<file path="src/design/sitda_pkg.sv">
// ----------------------------------------------------------------------------
// sitda_pkg
// Shared types and constants for the signed decimal ASCII converter: character
// codes, the divide-by-ten reciprocal, and the controller/datapath buses.
// ----------------------------------------------------------------------------
`default_nettype none

package sitda_pkg;

  // Default character limit of one converted number
  localparam int MAX_CHARS_DEF = 64;

  // ASCII codes
  localparam logic [7:0] CH_ZERO  = 8'h30;
  localparam logic [7:0] CH_MINUS = 8'h2D;
  localparam logic [7:0] CH_SPACE = 8'h20;

  // Decimal digit storage: a 32-bit magnitude has at most ten digits
  localparam int MAX_DIGITS = 10;
  localparam int DIG_W      = 4;

  // Field widths of the input transaction
  localparam int VALUE_W = 32;
  localparam int WIDTH_W = 7;
  localparam int IN_W    = 40;
  localparam int CHAR_W  = 8;

  // floor(x / 10) == (x * RECIP_10) >> RECIP_SHIFT for any 32-bit x
  localparam logic [31:0] RECIP_10    = 32'hCCCC_CCCD;
  localparam int          RECIP_SHIFT = 35;

  // Commands from the controller to the datapath
  typedef struct packed {
    logic load;   // capture a new input transaction
    logic step;   // peel off one decimal digit
    logic size;   // fix the character count and the padding
    logic emit;   // load the next character into the output register
  } cmd_t;

  // Status from the datapath to the controller
  typedef struct packed {
    logic q_zero;   // quotient of the current step is zero: last digit
    logic at_last;  // the character being emitted is the final one
  } sts_t;

endpackage

`default_nettype wire

</file>
<file path="src/design/sitda_ctrl.sv">
// ----------------------------------------------------------------------------
// sitda_ctrl
// Controller: sequences capture, the digit loop, sizing and character
// emission, and owns the input ready and the output valid.
// ----------------------------------------------------------------------------
`default_nettype none

module sitda_ctrl (
  input  wire logic            clk,
  input  wire logic            rst,
  input  wire logic            s_tvalid,
  output      logic            s_tready,
  output      logic            m_tvalid,
  input  wire logic            m_tready,
  output      sitda_pkg::cmd_t cmd,
  input  wire sitda_pkg::sts_t sts
);

  typedef enum logic [1:0] {
    ST_IDLE,
    ST_CONVERT,
    ST_SIZE,
    ST_EMIT
  } state_t;

  state_t state;
  state_t state_next;
  logic   out_valid;
  logic   out_valid_next;

  assign s_tready = (state == ST_IDLE);
  assign m_tvalid = out_valid;

  // Decode commands and next state
  always_comb begin
    cmd            = '0;
    state_next     = state;
    out_valid_next = out_valid && !m_tready;
    case (state)
      ST_IDLE: begin
        if (s_tvalid) begin
          cmd.load   = 1'b1;
          state_next = ST_CONVERT;
        end
      end
      ST_CONVERT: begin
        cmd.step = 1'b1;
        if (sts.q_zero) begin
          state_next = ST_SIZE;
        end
      end
      ST_SIZE: begin
        cmd.size   = 1'b1;
        state_next = ST_EMIT;
      end
      ST_EMIT: begin
        if (!out_valid || m_tready) begin
          cmd.emit       = 1'b1;
          out_valid_next = 1'b1;
          if (sts.at_last) begin
            state_next = ST_IDLE;
          end
        end
      end
      default: begin
        state_next = ST_IDLE;
      end
    endcase
  end

  // Hold state and the output valid
  always_ff @(posedge clk) begin
    if (rst) begin
      state     <= ST_IDLE;
      out_valid <= 1'b0;
    end else begin
      state     <= state_next;
      out_valid <= out_valid_next;
    end
  end

`ifndef SYNTHESIS
  // A character is never loaded over one that is still stalled
  a_no_overwrite: assert property (@(posedge clk) disable iff (rst)
    cmd.emit |-> (!out_valid || m_tready))
    else $error("output register overwritten while stalled");

  // An accepted transaction always starts the digit loop
  a_accept_converts: assert property (@(posedge clk) disable iff (rst)
    (s_tvalid && s_tready) |=> (state == ST_CONVERT))
    else $error("accepted transaction did not start conversion");

  // Leaving emission always follows the final character
  a_done_after_last: assert property (@(posedge clk) disable iff (rst)
    ((state == ST_EMIT) && (state_next == ST_IDLE)) |-> (cmd.emit && sts.at_last))
    else $error("emission ended before the last character");
`endif

endmodule

`default_nettype wire

</file>
<file path="config.mk">
export PLATFORM = sky130hd
export DESIGN_NAME = sitda_ctrl
export DESIGN_NICKNAME = d
export VERILOG_FILES = /design/src/design/sitda_pkg.sv /design/src/design/sitda_ctrl.sv
export SDC_FILE = /design/constraint.sdc
export NUM_CORES = 1
export LEC_CHECK = 0
export BUFFER_PORTS_ARGS = -buffer_cell sky130_fd_sc_hd__buf_4
export CORE_AREA = 2 2 39 41
export CTS_CLUSTER_SIZE = 24
export DETAILED_ROUTE_END_ITERATION = 16
export DIE_AREA = 0 0 41 43
export GPL_ROUTABILITY_DRIVEN = 1
export HOLD_SLACK_MARGIN = 0.02
export PLACE_DENSITY = 0.41
export SYNTH_ARGS = -nofsm -noshare
export SYNTH_HDL_FRONTEND = slang
export SYNTH_SLANG_ARGS = --single-unit
export TNS_END_PERCENT = 100
</file>
<file path="constraint.sdc">
create_clock -name clk -period 3.8 [get_ports clk]
set_input_delay 0.57 -clock clk [delete_from_list [all_inputs] [get_ports clk]]
set_output_delay 0.57 -clock clk [all_outputs]
set_load 0.02 [all_outputs]
</file>
==> flow_metrics.env <==
export IMPL_synth_top_family_by_area="adder cells"
export IMPL_drv_slew=0
export IMPL_hold_buffers=0
export IMPL_rows=14
export IMPL_slowest_stage="dfxtp_1"
export IMPL_tightest_slew_ps=275
export IMPL_cp_slowest_stage_delay_ps=380
export IMPL_core_um2=1380
export IMPL_synth_compound_area_share_pct=16.0
export IMPL_cts_buffer_depth=2
export IMPL_grt_pass1_wl_um=752
export IMPL_cp_cell_sequence="inv_1, ha_1, and2_1, buf_4"
export IMPL_io_pins=12
export IMPL_numCtsBuffers=3
export IMPL_cts_resized=0
export IMPL_synthAdderAreaFrac_pct=22.9
export IMPL_fin_setup_tns_ps=0
export IMPL_start_kind="flip-flop"
export IMPL_path_buf_inv=2
export IMPL_nFillCells=160
export IMPL_worstHoldStart="m_tvalid"
export IMPL_syn_to_final_growth_pct=58.9
export IMPL_ys_types=13
export IMPL_power_mw=0.238
export IMPL_avgSynthCellArea_um2=8.42
export IMPL_drc=0
export IMPL_synthCells=26
export IMPL_arrival_ps=1250
export IMPL_clkTransAtPathRegs_ps=40
export IMPL_layout_cells_non_filler=57
export IMPL_antenna_cells=0
export IMPL_min_path_type="flip-flop to flip-flop"
export IMPL_dp_final_hpwl_um=370
export IMPL_synthMuxAreaShare_pct=4.57
export IMPL_power_density_nw_per_um2=684
export IMPL_via_per_inst=3.67
export IMPL_hold_violations=0
export IMPL_clk_latency_ps=230
export IMPL_clock_root_buffer="clkbuf_4"
export IMPL_fin_area_um2=348
export IMPL_drive_gt1_share_pct=39.0
export IMPL_num_nets_final=52
export IMPL_peakVddDrop_mv=0.173
export IMPL_end_kind="output port"
export IMPL_hold_depth=2
export IMPL_postCtsSetupBuffers=0
export IMPL_portBuffers=11
export IMPL_min_to="m_tvalid"
export IMPL_rr_startpoint="state[0]"
export IMPL_cts_max_level=1
export IMPL_leakagePower_nw=0.176
export IMPL_yosys_warnings=0
export IMPL_netlist_area_um2=219
export IMPL_syn_num_nets=36
export IMPL_min_period_ps=1820
export IMPL_max_freq_ghz=0.548
export IMPL_fin_util_pct=25.1
export IMPL_synth_simple_area_share_pct=20.6
export IMPL_wirelength_um=462
export IMPL_cts_tree="yes"
export IMPL_die_w_um=41
export IMPL_grt_start_max_net_pins=5
export IMPL_clock_sinks=3
export IMPL_fin_skew_ps=2.18
export IMPL_ant_nets=0
export IMPL_cp_max_fo=4
export IMPL_ff_latch_area_um2=60.1
export IMPL_relSlewSlack_pct=81.7
export IMPL_gp_congestion=0.640
export IMPL_setup_viol=0
export IMPL_setup_worst_path_class="flip-flop to output port"
export IMPL_multi_input_area_um2=140
export IMPL_vias=209
export IMPL_postPlaceCellArea_um2=322
export IMPL_finalHoldWorstSlack_ps=498
export IMPL_crit_required_ps=3230
export IMPL_r2r_cells=6
export IMPL_wl_per_cell_um=8.11
export IMPL_grt_use_total_pct=6.82
export IMPL_cp_top_family="flip-flops"
export IMPL_start_util_pct=15.8
export IMPL_period_share_pct=48.0
export IMPL_status="complete, no violations"
export IMPL_dp_slack_ps=2080
export IMPL_die_h_um=43
export IMPL_layout_setup_ws_ps=1980
export IMPL_rsz0062_at_grt="no"
export IMPL_place_inst=53
export IMPL_synth_xor_area_share_pct=0
export IMPL_ys_ff_latch=3
export IMPL_dieArea_um2=1760
export IMPL_grt_overflow=0
export IMPL_ys_seq_area_share_pct=27.4
export IMPL_drt_iter0_drc=4
export IMPL_antenna_found_initial=0
export IMPL_r2r_slack_ps=2390
export IMPL_cap_violations=0
export IMPL_r2r_end="state[1]"
export IMPL_grt_pass1_vias=207
export IMPL_first_pass_iters=4
==> power by group <==
group	switching (mW)	total, mW	internal (mW)
Combinational	0.0728	0.131	0.0586
Sequential	0.0104	0.0515	0.0412
Clock	0.0156	0.0549	0.0393
==> final cells by class <==
class / count / area share, %
Multi-Input combinational cell: 18 / 40.3
Clock buffer: 4 / 7.55
Inverter: 5 / 5.40
Sequential cell: 3 / 17.3
Tap cell: 16 / 5.76
Timing Repair Buffer: 11 / 23.7
==> cells in the mapped netlist <==
cell | count | area (µm²)
mux2i_1 | 1 | 10.0
dfxtp_1 | 3 | 60.1
o22ai_1 | 1 | 6.26
a21oi_1 | 2 | 10.0
and2_1 | 2 | 12.5
inv_1 | 5 | 18.8
ha_1 | 4 | 50.1
nand2_1 | 1 | 3.75
nand2b_1 | 2 | 12.5
a21oi_2 | 1 | 8.76
nand2b_2 | 1 | 8.76
nor2_1 | 2 | 7.51
a221o_1 | 1 | 10.0
==> metal layers <==
layer	global-route usage, %	vias to the layer above	wire length (µm)	share of wire [%]
met1	8.33	82	250	54
met3	4.71	0	59	13
li1	-	113	-	-
met4	6.00	0	0	0
met5	0	-	0	0
met2	7.50	14	151	33
==> worst min-delay path, cell delays in order (launching register included) <==
cell	delay, ps
dfxtp_1	310
nand2b_2	80
a21oi_1	60
==> cell families (layout without fill, tap and decap cells) <==
group	Yosys count	count (layout)
AND/OR/NAND/NOR	8	8
AO/OA/AOI/OAI	5	5
buffers and inverters	5	20
adder cells (fa/ha/maj)	4	4
flip-flops	3	3
multiplexers	1	1
==> registers in the layout (all words and copies together) (netlist names) <==
| name | count |
|---|---|
| m_tvalid | 1 |
| state | 2 |
==> cell usage in the layout (no fill, tap or decap), types with 2 or more instances in the layout <==
master,n
a21oi_1,2
and2_1,2
buf_4,11
clkbuf_4,3
dfxtp_1,3
ha_1,4
inv_1,5
nand2b_1,2
nor2_1,2
==> worst max path at each step <==
stage               cells past startpoint      to      from
global placement                        4  cmd[0]  m_tready
floorplan                               3  cmd[3]  state[0]
global route                            4  cmd[3]  state[0]
detailed placement                      4  cmd[0]  m_tready
CTS                                     4  cmd[3]  state[0]
finish                                  4  cmd[3]  state[0]
Note: power is estimated with default switching activity, not from simulation.
